**src/rtl/nbgs_isqrt.sv**
```systemverilog
// digit-by-digit integer square root, two radicand bits per cycle
module nbgs_isqrt (
	input  logic        clk,
	input  logic        arst_n,
	input  logic        start,
	input  logic [63:0] val,
	output logic        busy,
	output logic [31:0] root
);

	logic        busy_q;
	logic [4:0]  cnt_q;
	logic [63:0] v_q;
	logic [34:0] rem_q;
	logic [31:0] root_q;
	logic [36:0] rem2;
	logic [36:0] trial;
	logic [36:0] diff;
	logic        ge;

	assign rem2  = {rem_q, v_q[63:62]};
	assign trial = {3'b000, root_q, 2'b01};
	assign diff  = rem2 - trial;
	assign ge    = rem2 >= trial;

	always_ff @(posedge clk or negedge arst_n) begin
		if (!arst_n) begin
			busy_q <= 1'b0;
			cnt_q  <= '0;
		end else if (start) begin
			busy_q <= 1'b1;
			cnt_q  <= '0;
		end else if (busy_q) begin
			cnt_q <= cnt_q + 5'd1;
			if (cnt_q == 5'd31) begin
				busy_q <= 1'b0;
			end
		end
	end

	always_ff @(posedge clk) begin
		if (start) begin
			v_q    <= val;
			rem_q  <= '0;
			root_q <= '0;
		end else if (busy_q) begin
			v_q    <= {v_q[61:0], 2'b00};
			rem_q  <= ge ? diff[34:0] : rem2[34:0];
			root_q <= {root_q[30:0], ge};
		end
	end

	assign busy = busy_q;
	assign root = root_q;

endmodule

```
**config.mk**
```make
export PLATFORM = sky130hd
export DESIGN_NAME = nbgs_isqrt
export DESIGN_NICKNAME = d
export VERILOG_FILES = /design/src/rtl/nbgs_isqrt.sv
export SDC_FILE = /design/constraint.sdc
export NUM_CORES = 1
export LEC_CHECK = 0
export CORE_AREA = 2 2 101 142
export DETAILED_ROUTE_END_ITERATION = 8
export DIE_AREA = 0 0 103 144
export DONT_BUFFER_PORTS = 1
export PLACE_DENSITY = 0.75
export SKIP_CTS_REPAIR_TIMING = 1
export SLEW_MARGIN = 20
export SYNTH_ARGS = -nofsm -noshare
export SYNTH_HDL_FRONTEND = slang
export SYNTH_SLANG_ARGS = --single-unit
```
**constraint.sdc**
```tcl
create_clock -name clk -period 3 [get_ports clk]
set_clock_uncertainty 0.15 [all_clocks]
set_input_delay 0.15 -clock clk [delete_from_list [all_inputs] [get_ports clk]]
set_output_delay 0.15 -clock clk [all_outputs]
set_load 0.1 [all_outputs]
```
==> metrics.cfg <==
[synth]
synth_top_area_cell=edfxtp_1
syn_nets=828
synth_most_common_cell=nor2_1
syn_area_per_cell_um2=10.6
synth_common_cells=nor2_1 (83), dfxtp_1 (67), edfxtp_1 (64), mux2_2 (62), mux2i_1 (61)
synth_area_leaders=edfxtp_1 (25%), dfxtp_1 (17%), mux2_2 (9.0%), mux2i_1 (7.9%), ha_1 (5.8%)
synthFlopType=dfxtp_1
ys_ff_latch=137
syn-instance-count=725
synth_area_mm2=0.00772
yosysSeqAreaShare_pct=44.2
synth_top_cell_area_share_pct=24.9
synth.distinct_cells=67
postSynth.asyncResetShare_pct=4.38
yosysWarningCount=0
synth_edf_count=64

[placed_design]
place.port_buffers=0
place_congestion=0.889
post-place-ws_ns=0.00604
dp_hpwl_mm=11.5
dp_cells=931

[drt]
num_vias=6542
route.detailed.drc=0
drt_iter0_drc=519
ant_nets=0
firstDrtPassIters=5
routed_wl_mm=22.5
drt-vias-per-instance=5.75
drt-wirelength-per-cell_um=19.8

[critical_path]
cp_top_family=compound AO/OA/AOI/OAI gates
crit_buf_inv=2
cp_cell_sequence=inv_1, ha_1, a21o_1, a221o_1, a21o_1, a211oi_2, o21a_4, buf_12, mux2i_1, a211oi_1
timing.critical_path.mode_cell=a21o_1
slowest_stage=ha_1
start_kind=flop
cpPeakStageDelay_ns=0.42
worstSetupEndpointType=flop
crit_fanout=15
required_ns=3.12
worstPathArrival_ns=3.14
path_class=reg -> reg

[sta]
post-route-min-period_ns=3.02
slew_viol_final=0
setup_violations=2
max_freq_mhz=331
fin_setup_tns_ns=-0.0296
min_period_over_period_pct=101
slew_headroom_pct=46.5
hold_slack_ns=0.00905
postLayoutSetupSlackWorst_ns=-0.0249
hold_violations=0
rsz0062_at_grt=true
worst_slew_pin_slew_ns=0.802

[power]
total_power_uw=9940
p_leak_uw=0.00456
ir_worst_vdd_v=0.000500
p_per_area_mw_per_mm2=925

[grt]
grt_first_pass_wirelength_mm=26.7
antenna_found_initial=0
grt_pass1_vias=5584
grt-ovfl-total=0
grt_max_degree=134
track_usage_pct=23.1

[status]
outcome=finished, violations left
violations=setup timing

[cells_and_area]
area_growth_pct=39.3
multi_input_area_mm2=0.00404
n_fill_cell=803
final_cells=1137
layout.nets=1041
drive_gt1_share_pct=25.2
regArea_mm2=0.00348

[clocking]
clock-root-buffer=clkbuf_16
cts_inserted_buffers=17
cts_buffer_depth=2
clk_pin_slew_ns=0.06
clk_latency_ns=0.42
htree_levels=4
clock_sinks=137
cts_tree=done

[floorplanning]
ios=100
die_area_mm2=0.0148
start_util_pct=56.5
die_w_um=103
rows=51
core_mm2=0.0137
die_h_um=144

[min_path]
hold_class=in -> reg

[flow_run]
maxCapViolations=0

-- final cells by class --
cell class              instances  area share [%]
multi-input cells             511            37.6
well taps                     185            2.15
repair buffers                232            20.8
inverters                      39            1.40
clock buffers                  19            4.12
clock inverters                13            1.55
diodes                          1          0.0233
flip-flops and latches        137            32.4
-- per-stage QoR --
step           cell area [um^2]  util [%]
2_1_floorplan              7790         -
3_3_place_gp               8240      60.4
3_5_place_dp               8240      60.4
4_1_cts                    8850      64.8
5_1_grt                   10700      78.7
6_report                  10800      78.7
-- power by group --
part	total, uW	switching (uW)	internal (uW)
Sequential	2500	229	2270
Combinational	5240	2680	2560
Clock	2210	868	1340
Total	9940	3780	6170
-- flip-flops by register name (all words and copies together), names as in the netlist --
name	count
v_q	64
root	32
rem_q	35
busy	1
cnt_q	5
-- layer usage --
metal  GRT usage (%)  vias to the layer above  share of wire [%]
met3            7.01                       68                5.2
met2            39.6                      269                 53
met4            9.49                        0                3.8
met1            26.4                     3135                 38
met5               0                        -                  0
li1                -                     3070                  -
-- tightest hold or removal path, delay by kind of cell --
kind                   cells  cell delay (ns)
buffers and inverters      1             0.18
and+or+nand+nor            2             0.12
AOI/OAI and AO/OA          1             0.07
-- cells by family after synthesis --
family	share of synthesized area [%]
XOR/XNOR	3.74
multiplexers	17.0
AO/OA/AOI/OAI	13.4
adder cells (fa/ha/maj)	5.84
AND/OR/NAND/NOR	10.5
flip-flops	44.2
buffers and inverters	5.33
-- final timing paths --
path / startpoint / endpoint / slack, ns / depth (start not counted)
setup / recovery: root[28] / rem_q[28] / -0.02 / 10
hold / removal: start / rem_q[0] / 0.009 / 4
setup reg to reg: root[28] / rem_q[28] / -0.02 / 10
hold reg to reg: rem_q[16] / rem_q[16] / 0.35 / 2
max in group asynchronous: arst_n / busy / 1.94 / 2
min in group asynchronous: arst_n / cnt_q[2] / 0.50 / 2
-- cell usage in the layout (no fill, tap or decap), types with 4 or more instances in the layout --
master	instances
a211oi_1	23
a21o_1	9
a21oi_1	24
a21oi_2	5
and2_1	5
and3_1	4
buf_12	4
buf_4	59
clkbuf_16	18
clkinvlp_4	4
dfrtp_1	5
dfxtp_1	35
dfxtp_2	21
dfxtp_4	11
dlygate4sd3_1	167
edfxtp_1	64
ha_1	28
ha_2	5
inv_1	36
inv_6	4
mux2_2	62
mux2i_1	60
nand2_1	27
nand2b_1	7
nand3_1	13
nand4_1	7
nor2_1	81
o21a_1	10
o21ai_0	23
o21ai_1	4
o21bai_1	6
o31ai_1	4
xnor2_1	16
xor2_1	17
(Power assumes the default switching activity.)
