<file path="src/rtl/nbgs_divu.sv">
// restoring divider, one quotient bit per cycle, quotient clamped to 32 bits
module nbgs_divu #(
	parameter int NW = 64
) (
	input  logic          clk,
	input  logic          arst_n,
	input  logic          start,
	input  logic [NW-1:0] num,
	input  logic [63:0]   den,
	output logic          busy,
	output logic [31:0]   quo
);

	logic        busy_q;
	logic [4:0]  cnt_q;
	logic [63:0] rem_q;
	logic [63:0] den_q;
	logic [31:0] quo_q;
	logic [63:0] hi;
	logic [64:0] trial;
	logic [64:0] diff;
	logic        ge;

	assign hi    = 64'(num[NW-1:32]);
	assign trial = {rem_q, quo_q[31]};
	assign diff  = trial - {1'b0, den_q};
	assign ge    = trial >= {1'b0, den_q};

	always_ff @(posedge clk or negedge arst_n) begin
		if (!arst_n) begin
			busy_q <= 1'b0;
			cnt_q  <= '0;
		end else if (start) begin
			busy_q <= hi < den;
			cnt_q  <= '0;
		end else if (busy_q) begin
			cnt_q <= cnt_q + 5'd1;
			if (cnt_q == 5'd31) begin
				busy_q <= 1'b0;
			end
		end
	end

	always_ff @(posedge clk) begin
		if (start) begin
			den_q <= den;
			rem_q <= hi;
			quo_q <= (hi >= den) ? 32'hffff_ffff : num[31:0];
		end else if (busy_q) begin
			rem_q <= ge ? diff[63:0] : trial[63:0];
			quo_q <= {quo_q[30:0], ge};
		end
	end

	assign busy = busy_q;
	assign quo  = quo_q;

endmodule

</file>
<file path="config.mk">
export PLATFORM = sky130hd
export DESIGN_NAME = nbgs_divu
export DESIGN_NICKNAME = d
export VERILOG_FILES = /design/src/rtl/nbgs_divu.sv
export SDC_FILE = /design/constraint.sdc
export NUM_CORES = 1
export LEC_CHECK = 0
export BUFFER_PORTS_ARGS = -buffer_cell sky130_fd_sc_hd__buf_2
export CORE_ASPECT_RATIO = 1.4
export CORE_MARGIN = 5
export CORE_UTILIZATION = 45
export DETAILED_ROUTE_END_ITERATION = 6
export PLACE_DENSITY = 0.68
export REMOVE_ABC_BUFFERS = 1
export SYNTH_ARGS = -nofsm -noshare
export SYNTH_HDL_FRONTEND = slang
export SYNTH_SLANG_ARGS = --single-unit
</file>
<file path="constraint.sdc">
create_clock -name clk -period 2.8 [get_ports clk]
set_input_delay 0.42 -clock clk [delete_from_list [all_inputs] [get_ports clk]]
set_output_delay 0.42 -clock clk [all_outputs]
set_load 0.05 [all_outputs]
</file>
==> reports/qor.yml, run 1 <==
clock.fmax_mhz: 310
synth.avg_cell_area_sq_um: 9.19
drtPass1Iterations: 5
drv_slew: 0
regArea_sq_mm: 0.00464
cp.arrival_ns: 3.56
end_kind: "register"
coreArea_sq_mm: 0.0254
violations: "setup timing"
slew_headroom_pct: 58.1
min_from: "den[15]"
viasPerCell: 5.59
dieHeight_microns: 200
drtAntennaViolNets: 0
synth.area.top_cells: "edfxtp_1, ha_1, dfxtp_1"
placed_cells: 1972
rsz0062_at_grt: "true"
clkSlewWorstSetupHoldPaths_ns: 0.07
synth_flop_cell: "edfxtp_1"
grt_pass1_vias: 11647
hold_viol: 0
r2r_cells: 12
wl_per_cell_microns: 18.2
yosysMostFrequentCell: "inv_1"
ys_seq_area_share_pct: 40.0
tns_ns: -22.82
ys_seq_elements: 166
criticalPathCategory: "reg -> reg"
yosys_warnings: 0
fin_cells: 2032
finish.net_count: 1930
n_antenna_cell: 0
worstPathMaxFanout: 21
r2r_slack_ns: -0.42
setup_violations: 65
drc: 0
via_count: 11360
dpl-instance-area_sq_mm: 0.0148
die_area_sq_mm: 0.0291
tightest_slew_ns: 0.629
yosys.area.top_type: "edfxtp_1"
clkSinkCount: 166
antenna_found_initial: 0
synth-edff-count: 128
final_layout_size_suffix_gt1_share_pct: 40.0
hold_end: "den_q[15]"
grt_pass1_wl_mm: 57.1
reg2reg_to: "rem_q[36]"
hold_class: "in -> reg"
cts_made_buffers: 17
power.leakage_nw: 7.60
final_area_sq_mm: 0.0167
ir_worst_vdd_uv: 588
synth_cell_types: 76
clock-skew-final_ns: 0.0127
highest_layer: "met4"
hold_depth: 1
power.total_mw: 18.3
final_core_util_pct: 65.7
worstPathRequired_ns: 3.14
drt_iter0_drc: 644
grt_max_degree: 52
nFillCells: 2030
netlist_instances: 1262
multi_input_area_sq_mm: 0.00702
htree_levels: 4
clkLatencyLatePin_ns: 0.45
start_kind: "register"
status: "finished with violations"
post-place-ws_ns: -0.719
tritoncts: "yes"
grt_use_total_pct: 24.2
globalplace.congestion: 0.924
holdWs_ns: 0.159
met1_length_mm: 13.4
port-buffer-count: 163
async_flop_share_pct: 3.61
dp_hpwl_mm: 27.1
drt_wl_total_mm: 37.1
wl_met2_mm: 20.3
io_pins: 164
fin_crit_ns: 3.22
syn_to_final_growth_pct: 43.9
grt_overflow: 0
cts-root-buf: "clkbuf_16"
dieWidth_microns: 146
rows: 69
met3_wirelength_mm: 1.67
yosysTopAreaCellShare_pct: 33.2
synth_common_cells: "inv_1, edfxtp_1, a21oi_1, nor2_1, ha_1"
start_util_pct: 45.7
netlist_area_sq_mm: 0.0116
r2r_start: "rem_q[28]"
cts_buffer_depth: 2
fin_crit_sh_pct: 115
power.density_mw_per_mm2: 1100
setup_slack_ns: -0.424
cap_viol_max_count: 0
==> flip-flops by register name, indices dropped and copies added (netlist names) <==
signal	flops
den_q	64
rem_q	64
quo	32
cnt_q	5
busy	1
==> report_power, final <==
part / leakage [nW] / internal (mW) / total (mW) / switching [mW]
clock network: 0.271 / 1.24 / 2.30 / 1.06
logic: 5.71 / 6.06 / 12.2 / 6.15
registers: 1.63 / 3.34 / 3.76 / 0.423
==> worst max-delay path by stage <==
stage                    from        end  slack [ns]  cells past startpoint
floorplan           rem_q[19]  rem_q[27]       -1.05                     10
global placement      num[33]    quo[31]       -0.63                     13
detailed placement     den[1]    quo[27]       -0.72                     14
CTS                 den_q[63]   rem_q[6]       -0.42                     13
global route        rem_q[28]  rem_q[42]       -0.58                     15
finish              rem_q[28]  rem_q[36]       -0.42                     12
==> worst max-delay path, stage by stage, from the launching register on <==
cell,delay (ns)
edfxtp_1,0.45
ha_4,0.31
nand4_1,0.23
nor4_4,0.39
inv_2,0.09
nor4_4,0.26
nand4_1,0.19
o211ai_1,0.22
a31o_2,0.23
buf_12,0.21
buf_8,0.16
nand2_1,0.08
a311oi_2,0.30
==> per-layer routing <==
metal | global-route usage [%] | vias to the layer above
met2 | 46.9 | 352
met1 | 25.4 | 5398
li1 | - | 5487
met3 | 3.73 | 123
met5 | 0 | -
met4 | 12.2 | 0
==> kinds of logic after synthesis <==
logic type | Yosys count | share of synthesized area (%)
adder cells (fa/ha/maj) | 99 | 10.8
multiplexers | 19 | 1.76
buffers and inverters | 204 | 7.11
flip-flops | 166 | 40.0
AND/OR/NAND/NOR | 332 | 13.5
AO/OA/AOI/OAI | 382 | 22.3
XOR/XNOR | 60 | 4.53
==> cell type report <==
class	count	share of cell area, %
Clock buffer	19	2.59
Clock inverter	13	0.750
Inverter	137	3.08
Multi-Input combinational cell	892	42.1
Sequential cell	166	27.8
Tap cell	319	2.39
Timing Repair Buffer	486	21.3
==> cells in the final DEF (no fill, tap or decap), types with 6 or more instances in the layout <==
| cell | n |
|---|---|
| ha_4 | 17 |
| nor2_1 | 97 |
| a311oi_2 | 12 |
| dfxtp_1 | 32 |
| buf_2 | 162 |
| o21ai_1 | 18 |
| o21ai_0 | 42 |
| a21oi_4 | 7 |
| nor3_1 | 13 |
| o21a_1 | 8 |
| buf_12 | 11 |
| a211oi_1 | 17 |
| a21o_1 | 32 |
| o22a_1 | 32 |
| o21bai_1 | 12 |
| nand2_1 | 79 |
| clkbuf_16 | 17 |
| a21oi_2 | 23 |
| o211ai_1 | 6 |
| nor4_1 | 10 |
| buf_6 | 11 |
| nand4_1 | 32 |
| nand2b_1 | 9 |
| mux2i_1 | 7 |
| inv_2 | 8 |
| nand2_2 | 13 |
| a211oi_2 | 19 |
| nand3_1 | 11 |
| inv_1 | 128 |
| and3_1 | 12 |
| buf_4 | 292 |
| ha_1 | 79 |
| a21oi_1 | 96 |
| xor2_1 | 23 |
| edfxtp_1 | 128 |
| mux2_2 | 10 |
| nor2b_1 | 11 |
| xnor2_1 | 36 |
==> what timing repair did <==
action,in CTS,in global routing
endpoints found under the setup margin,96,96
endpoints found under the hold margin,6,0
hold buffers,1,0
pin swaps,33,36
setup buffers,11,13
resized for setup,113,101
cloned,5,0
No activity file was read; power rests on OpenSTA's default activity.
==> inputs of run 2 (changes only) <==
REMOVE_ABC_BUFFERS = unset   (was 1)
==> run 2 against run 1 <==
Net effect:
- maximum frequency is 0.81% higher
- critical path depth is 1 higher
- the run still ends with setup timing left
- total power is 4.6% lower
- register-to-register slack better by 0.03 ns
- die area stayed put
- count of clock-buffer cells in the layout is 2 higher
- via count is 2.1% lower
- utilization is 1.4 points lower
- highest routed layer unchanged
- first-iteration DRC count is 0.47% higher
- global-route usage is 0.49 points lower
- cell area is 2.2% lower
- clock power hardly changed
==> reports/qor.yml, run 2 (synthesized netlist as in run 1, its figures left out) <==
status: "finished with violations"
violations: "setup timing"
clkLatencyLatePin_ns: 0.44  # about the same
tns_ns: -15.59  # +7.22 ns
cp.arrival_ns: 3.35  # -0.21 ns
nFillCells: 2105  # +3.7%
htree_levels: 4  # unchanged
final_cell_mix: "buf_4, buf_2, edfxtp_1"
cts_buffer_depth: 2  # unchanged
rows: 69  # unchanged
power.density_mw_per_mm2: 1070  # -2.4%
clock.fmax_mhz: 313  # +0.81%
final_area_sq_mm: 0.0163  # -2.2%
finish.net_count: 1911  # -0.98%
clkSlewWorstSetupHoldPaths_ns: 0.07  # about the same
multi_input_area_sq_mm: 0.00698  # -0.59%
globalplace.congestion: 0.941  # +1.8%
wl_per_cell_microns: 18.0  # -1.2%
grt_max_degree: 102  # +96%
grt_pass1_vias: 11417  # -2.0%
synth_nets: 1492
dieHeight_microns: 200  # unchanged
layout_commonest_cell: "buf_4"
end_kind: "register"
clkSinkCount: 166  # unchanged
r2r_slack_ns: -0.40  # +0.03 ns
syn_to_final_growth_pct: 40.8
fin_crit_sh_pct: 114  # -0.92 points
power.leakage_nw: 7.41  # -2.5%
dieWidth_microns: 146  # unchanged
tightest_slew_ns: 0.916  # +0.287 ns
setup_violations: 65  # unchanged
cap_viol_max_count: 0  # unchanged
fin_crit_ns: 3.20  # -0.0258 ns
n_antenna_cell: 0  # unchanged
start_kind: "register"
viasPerCell: 5.52  # -1.2%
hold_viol: 0  # unchanged
drtPass1Iterations: 5  # unchanged
dpl-instance-area_sq_mm: 0.0147  # -0.95%
coreArea_sq_mm: 0.0254  # unchanged
slew_headroom_pct: 38.9  # -19 points
via_count: 11118  # -2.1%
io_pins: 164  # unchanged
drt_iter0_drc: 647  # +0.47%
port-buffer-count: 163  # unchanged
power.total_mw: 17.4  # -4.6%
worstPathRequired_ns: 2.96  # -0.18 ns
dp_hpwl_mm: 27.1  # +0.11%
grt_pass1_wl_mm: 56.1  # -1.7%
tritoncts: "yes"
drtAntennaViolNets: 0  # unchanged
regArea_sq_mm: 0.00464  # unchanged
ir_worst_vdd_uv: 880  # +50%
cts-root-buf: "clkbuf_16"
antenna_found_initial: 0  # unchanged
rsz0062_at_grt: "true"
drt_wl_total_mm: 36.3  # -2.1%
clock-skew-final_ns: 0.00848  # -0.00424 ns
drc: 0  # unchanged
criticalPathCategory: "reg -> reg"
cts_made_buffers: 17  # unchanged
worstPathMaxFanout: 31  # +48%
drv_slew: 0  # unchanged
hold_class: "in -> reg"
setup_slack_ns: -0.398  # +0.0258 ns
start_util_pct: 45.7  # unchanged
die_area_sq_mm: 0.0291  # unchanged
grt_overflow: 0  # unchanged
grt_use_total_pct: 23.7  # -0.49 points
final_layout_size_suffix_gt1_share_pct: 38.6  # -1.4 points
==> run 2: cell count changes in the layout (fill, tap and decap cells not counted), sizes merged <==
cell | before | now
buf | 485 | 464
clkinv | 8 | 4
clkinvlp | 1 | 4
a31o | 2 | 4
clkbuf | 19 | 21
inv | 140 | 138
bufinv | 1 | 2
==> run 2: critical path: stages, from the launching register on <==
cell      delay (ns)
edfxtp_1        0.39
inv_2           0.09
ha_4            0.22
a21oi_4         0.16
o21ai_2         0.08
or2_0           0.23
or3_1           0.31
o211a_1         0.28
o21ba_4         0.24
a31oi_4         0.20
buf_12          0.23
nor3_1          0.09
a211oi_1        0.26
a21oi_1         0.10
==> run 2: final timing paths <==
path	start	to	depth (start not counted)
worst max-delay path	den_q[20]	rem_q[3]	13
max in group asynchronous	arst_n	busy	2
min in group asynchronous	arst_n	cnt_q[1]	2
worst max register to register	den_q[20]	rem_q[3]	13
worst min register to register	rem_q[42]	rem_q[42]	2
worst min-delay path	den[7]	den_q[7]	1
==> run 2: what timing repair did <==
| item | CTS | global route |
|---|---|---|
| hold buffers | 1 | 0 |
| endpoints found under the setup margin | 65 | 96 |
| hold endpoints to repair | 6 | 0 |
| pin swaps | 32 | 19 |
| setup buffers | 21 | 11 |
| cloned | 3 | 0 |
| gates resized for setup | 93 | 84 |
==> run 2: power breakdown <==
group | internal, mW | switching (mW)
combinational | 5.50 | 5.86
sequential | 3.34 | 0.418
clock | 1.31 | 1.01
==> run 2: per-layer routing <==
layer  share of wire (%)  GRT usage, %  vias up
met1                  38          26.2     5358
met2                  55          45.9      246
met4                 3.2          9.78        0
met5                   0             0        -
met3                 3.1          3.05       65
li1                    -             -     5449
==> run 2: metrics by stage <==
stage | utilization, % | worst slack, ns | hold WS, ns | std cells
floorplan | - | -0.483 | 0.124 | 1262
global placement | 57.8 | -0.463 | 0.248 | 1946
detailed placement | 57.8 | -0.412 | 0.254 | 1946
CTS | 62.8 | -0.287 | 0.147 | 2003
global route | 64.3 | -0.507 | 0.152 | 2013
finish | 64.3 | -0.398 | 0.162 | 2013
==> run 2: final cells by class <==
cell class	count	share of cell area, %
Timing Repair Buffer	465	19.7
Clock inverter	11	0.759
Sequential cell	166	28.4
Inverter	137	3.17
Tap cell	319	2.45
Clock buffer	21	2.70
Multi-Input combinational cell	894	42.8
==> inputs of run 3 (changes only) <==
CORE_ASPECT_RATIO = 1.25   (was 1.4)
==> run 3 against run 2 <==
Net effect:
- the flow still finishes with violations (setup timing)
- global-route usage rose by 0.51 points
- worst setup slack got worse by 0.031 ns
- count of clock-buffer cells in the layout fell by 1
- register-to-register slack got worse by 0.03 ns
- die area barely moved
- cell count rose by 0.20%
- sequential cell count did not move
- critical path type unchanged
- largest power group unchanged
- highest routed layer unchanged
==> reports/qor.yml, run 3 (synthesized netlist as in run 1, its figures left out) <==
cp.arrival_ns: 3.40  # +0.05 ns
start_util_pct: 45.8  # +0.16 points
slew_headroom_pct: 49.6  # +11 points
clkSinkCount: 166  # unchanged
synth_nets: 1492  # unchanged
cts_made_buffers: 17  # unchanged
dpl-instance-area_sq_mm: 0.0146  # -0.26%
highest_layer: "met4"
cts_buffer_depth: 2  # unchanged
fin_crit_ns: 3.23  # +0.0307 ns
cts-root-buf: "clkbuf_16"
final_cell_mix: "buf_4, buf_2, inv_1"
rows: 65  # -5.8%
drv_slew: 0  # unchanged
slowest_delay_ns: 0.43  # +0.04 ns
io_pins: 164  # unchanged
dieHeight_microns: 189  # -5.2%
setup_slack_ns: -0.428  # -0.0307 ns
power.density_mw_per_mm2: 1070  # +0.14%
fin_cells: 2017  # +0.20%
grt_pass1_wl_mm: 57.2  # +1.9%
path_depth: 12  # -1
tightest_slew_ns: 0.753  # -0.163 ns
drtPass1Iterations: 5  # unchanged
via_count: 11156  # +0.34%
criticalPathCategory: "reg -> reg"
status: "finished with violations"
grt_pass1_vias: 11413  # -0.035%
clock-skew-final_ns: 0.0138  # +0.00537 ns
hold_class: "in -> reg"
wl_met2_mm: 19.6  # -2.6%
r2r_start: "rem_q[17]"
nFillCells: 2059  # -2.2%
drt_wl_total_mm: 36.4  # +0.23%
path_delay_family: "compound AO/OA/AOI/OAI gates"
clkSlewWorstSetupHoldPaths_ns: 0.07  # about the same
ir_worst_vdd_uv: 697  # -21%
clock.fmax_mhz: 310  # -0.95%
placed_cells: 1951  # +0.26%
worstPathRequired_ns: 2.97  # about the same
multi_input_area_sq_mm: 0.00690  # -1.2%
die_area_sq_mm: 0.0291  # about the same
port-buffer-count: 163  # unchanged
htree_levels: 4  # unchanged
start_kind: "register"
globalplace.congestion: 0.973  # +3.4%
end_kind: "register"
final_area_sq_mm: 0.0162  # -0.70%
grt_use_total_pct: 24.3  # +0.51 points
r2r_slack_ns: -0.43  # -0.03 ns
crit_buf_inv: 1  # -1
drtAntennaViolNets: 0  # unchanged
finish.net_count: 1899  # -0.63%
final_layout_size_suffix_gt1_share_pct: 36.6  # -2.0 points
met1_length_mm: 14.1  # +1.8%
met3_wirelength_mm: 1.63  # +46%
grt_max_degree: 102  # unchanged
reg2reg_to: "rem_q[22]"
hold_depth: 1  # unchanged
regArea_sq_mm: 0.00464  # unchanged
setup_violations: 65  # unchanged
antenna_found_initial: 0  # unchanged
cp_cell_sequence: "ha_4 > a21oi_4 > o21ai_1 > or2_1 > or3_1 > o211a_1 > o21ba_4 > a31oi_4 > buf_6 > nor2_1 > a211oi_1 > a21oi_1"
post-place-ws_ns: -0.462  # -0.0497 ns
n_antenna_cell: 0  # unchanged
r2r_cells: 12  # -1
worstPathMaxFanout: 11  # -65%
wl_per_cell_microns: 18.0  # about the same
coreArea_sq_mm: 0.0253  # -0.35%
rsz0062_at_grt: "true"
drt_iter0_drc: 744  # +15%
drc: 0  # unchanged
cap_viol_max_count: 0  # unchanged
clkLatencyLatePin_ns: 0.45  # about the same
fin_crit_sh_pct: 115  # +1.1 points
hold_viol: 0  # unchanged
syn_to_final_growth_pct: 39.8
cp_slowest_cell: "edfxtp_1"
dieWidth_microns: 154  # +5.4%
layout_commonest_cell: "buf_4"
tritoncts: "yes"
dp_hpwl_mm: 26.4  # -2.7%
min_from: "den[13]"
viasPerCell: 5.53  # +0.14%
grt_overflow: 0  # unchanged
violations: "setup timing"
hold_end: "den_q[13]"
power.leakage_nw: 7.36  # -0.76%
[run 3: cell count changes in the layout (fill, tap and decap cells not counted), sizes merged]
| cell | delta |
|---|---|
| buf | -13 |
| clkbuf | -1 |
| bufinv | -1 |
| clkinvlp | -2 |
| inv | +4 |
| a31o | +1 |
[run 3: layer usage]
metal | vias up | track usage, %
li1 | 5425 | -
met1 | 5372 | 27.6
met2 | 306 | 45.8
met3 | 53 | 3.45
met4 | 0 | 8.94
met5 | - | 0
[run 3: power by group]
group          switching [mW]  leakage, nW  total [mW]  internal [mW]
Combinational            5.75         5.46        11.3           5.51
Sequential              0.406         1.63        3.74           3.34
Clock                    1.08        0.270        2.34           1.26
Total                    7.24         7.36        17.3           10.1
[run 3: layout make-up]
cell class / instances / share of cell area [%]
Sequential cell: 166 / 28.6
Clock buffer: 20 / 2.76
Tap cell: 335 / 2.59
Timing Repair Buffer: 452 / 19.6
Multi-Input combinational cell: 895 / 42.6
Clock inverter: 12 / 0.718
Inverter: 137 / 3.19
[run 3: timing repair]
action                                 4_1_cts  5_1_grt
cloned                                       5        0
setup buffers                               24        6
resized for setup                           79       56
pin swaps                                   27       23
endpoints found under the hold margin        6        0
setup endpoints to repair                   65       96
hold buffers                                 1        0
[run 3: how the worst max path moves through the flow]
stage                     startpoint   endpoint  slack [ns]
after floorplan              quo[31]  rem_q[60]       -0.48
after global placement      rem_q[7]  rem_q[31]       -0.45
after detailed placement   rem_q[20]  rem_q[60]       -0.46
after CTS                  rem_q[15]   rem_q[3]       -0.40
after global routing       rem_q[15]  rem_q[17]       -0.53
final                      rem_q[17]  rem_q[22]       -0.43
[run 3: metrics by stage]
step | utilization (%) | hold WS (ns) | power, mW | TNS [ns]
5_1_grt | 64.1 | 0.145 | 18.4 | -29.13
3_5_place_dp | 57.9 | 0.253 | 13.0 | -34.23
4_1_cts | 63.1 | 0.142 | 16.8 | -20.35
2_1_floorplan | - | 0.124 | 9.41 | -5.55
6_report | 64.1 | 0.158 | 17.3 | -21.87
3_3_place_gp | 57.9 | 0.252 | 12.8 | -32.17
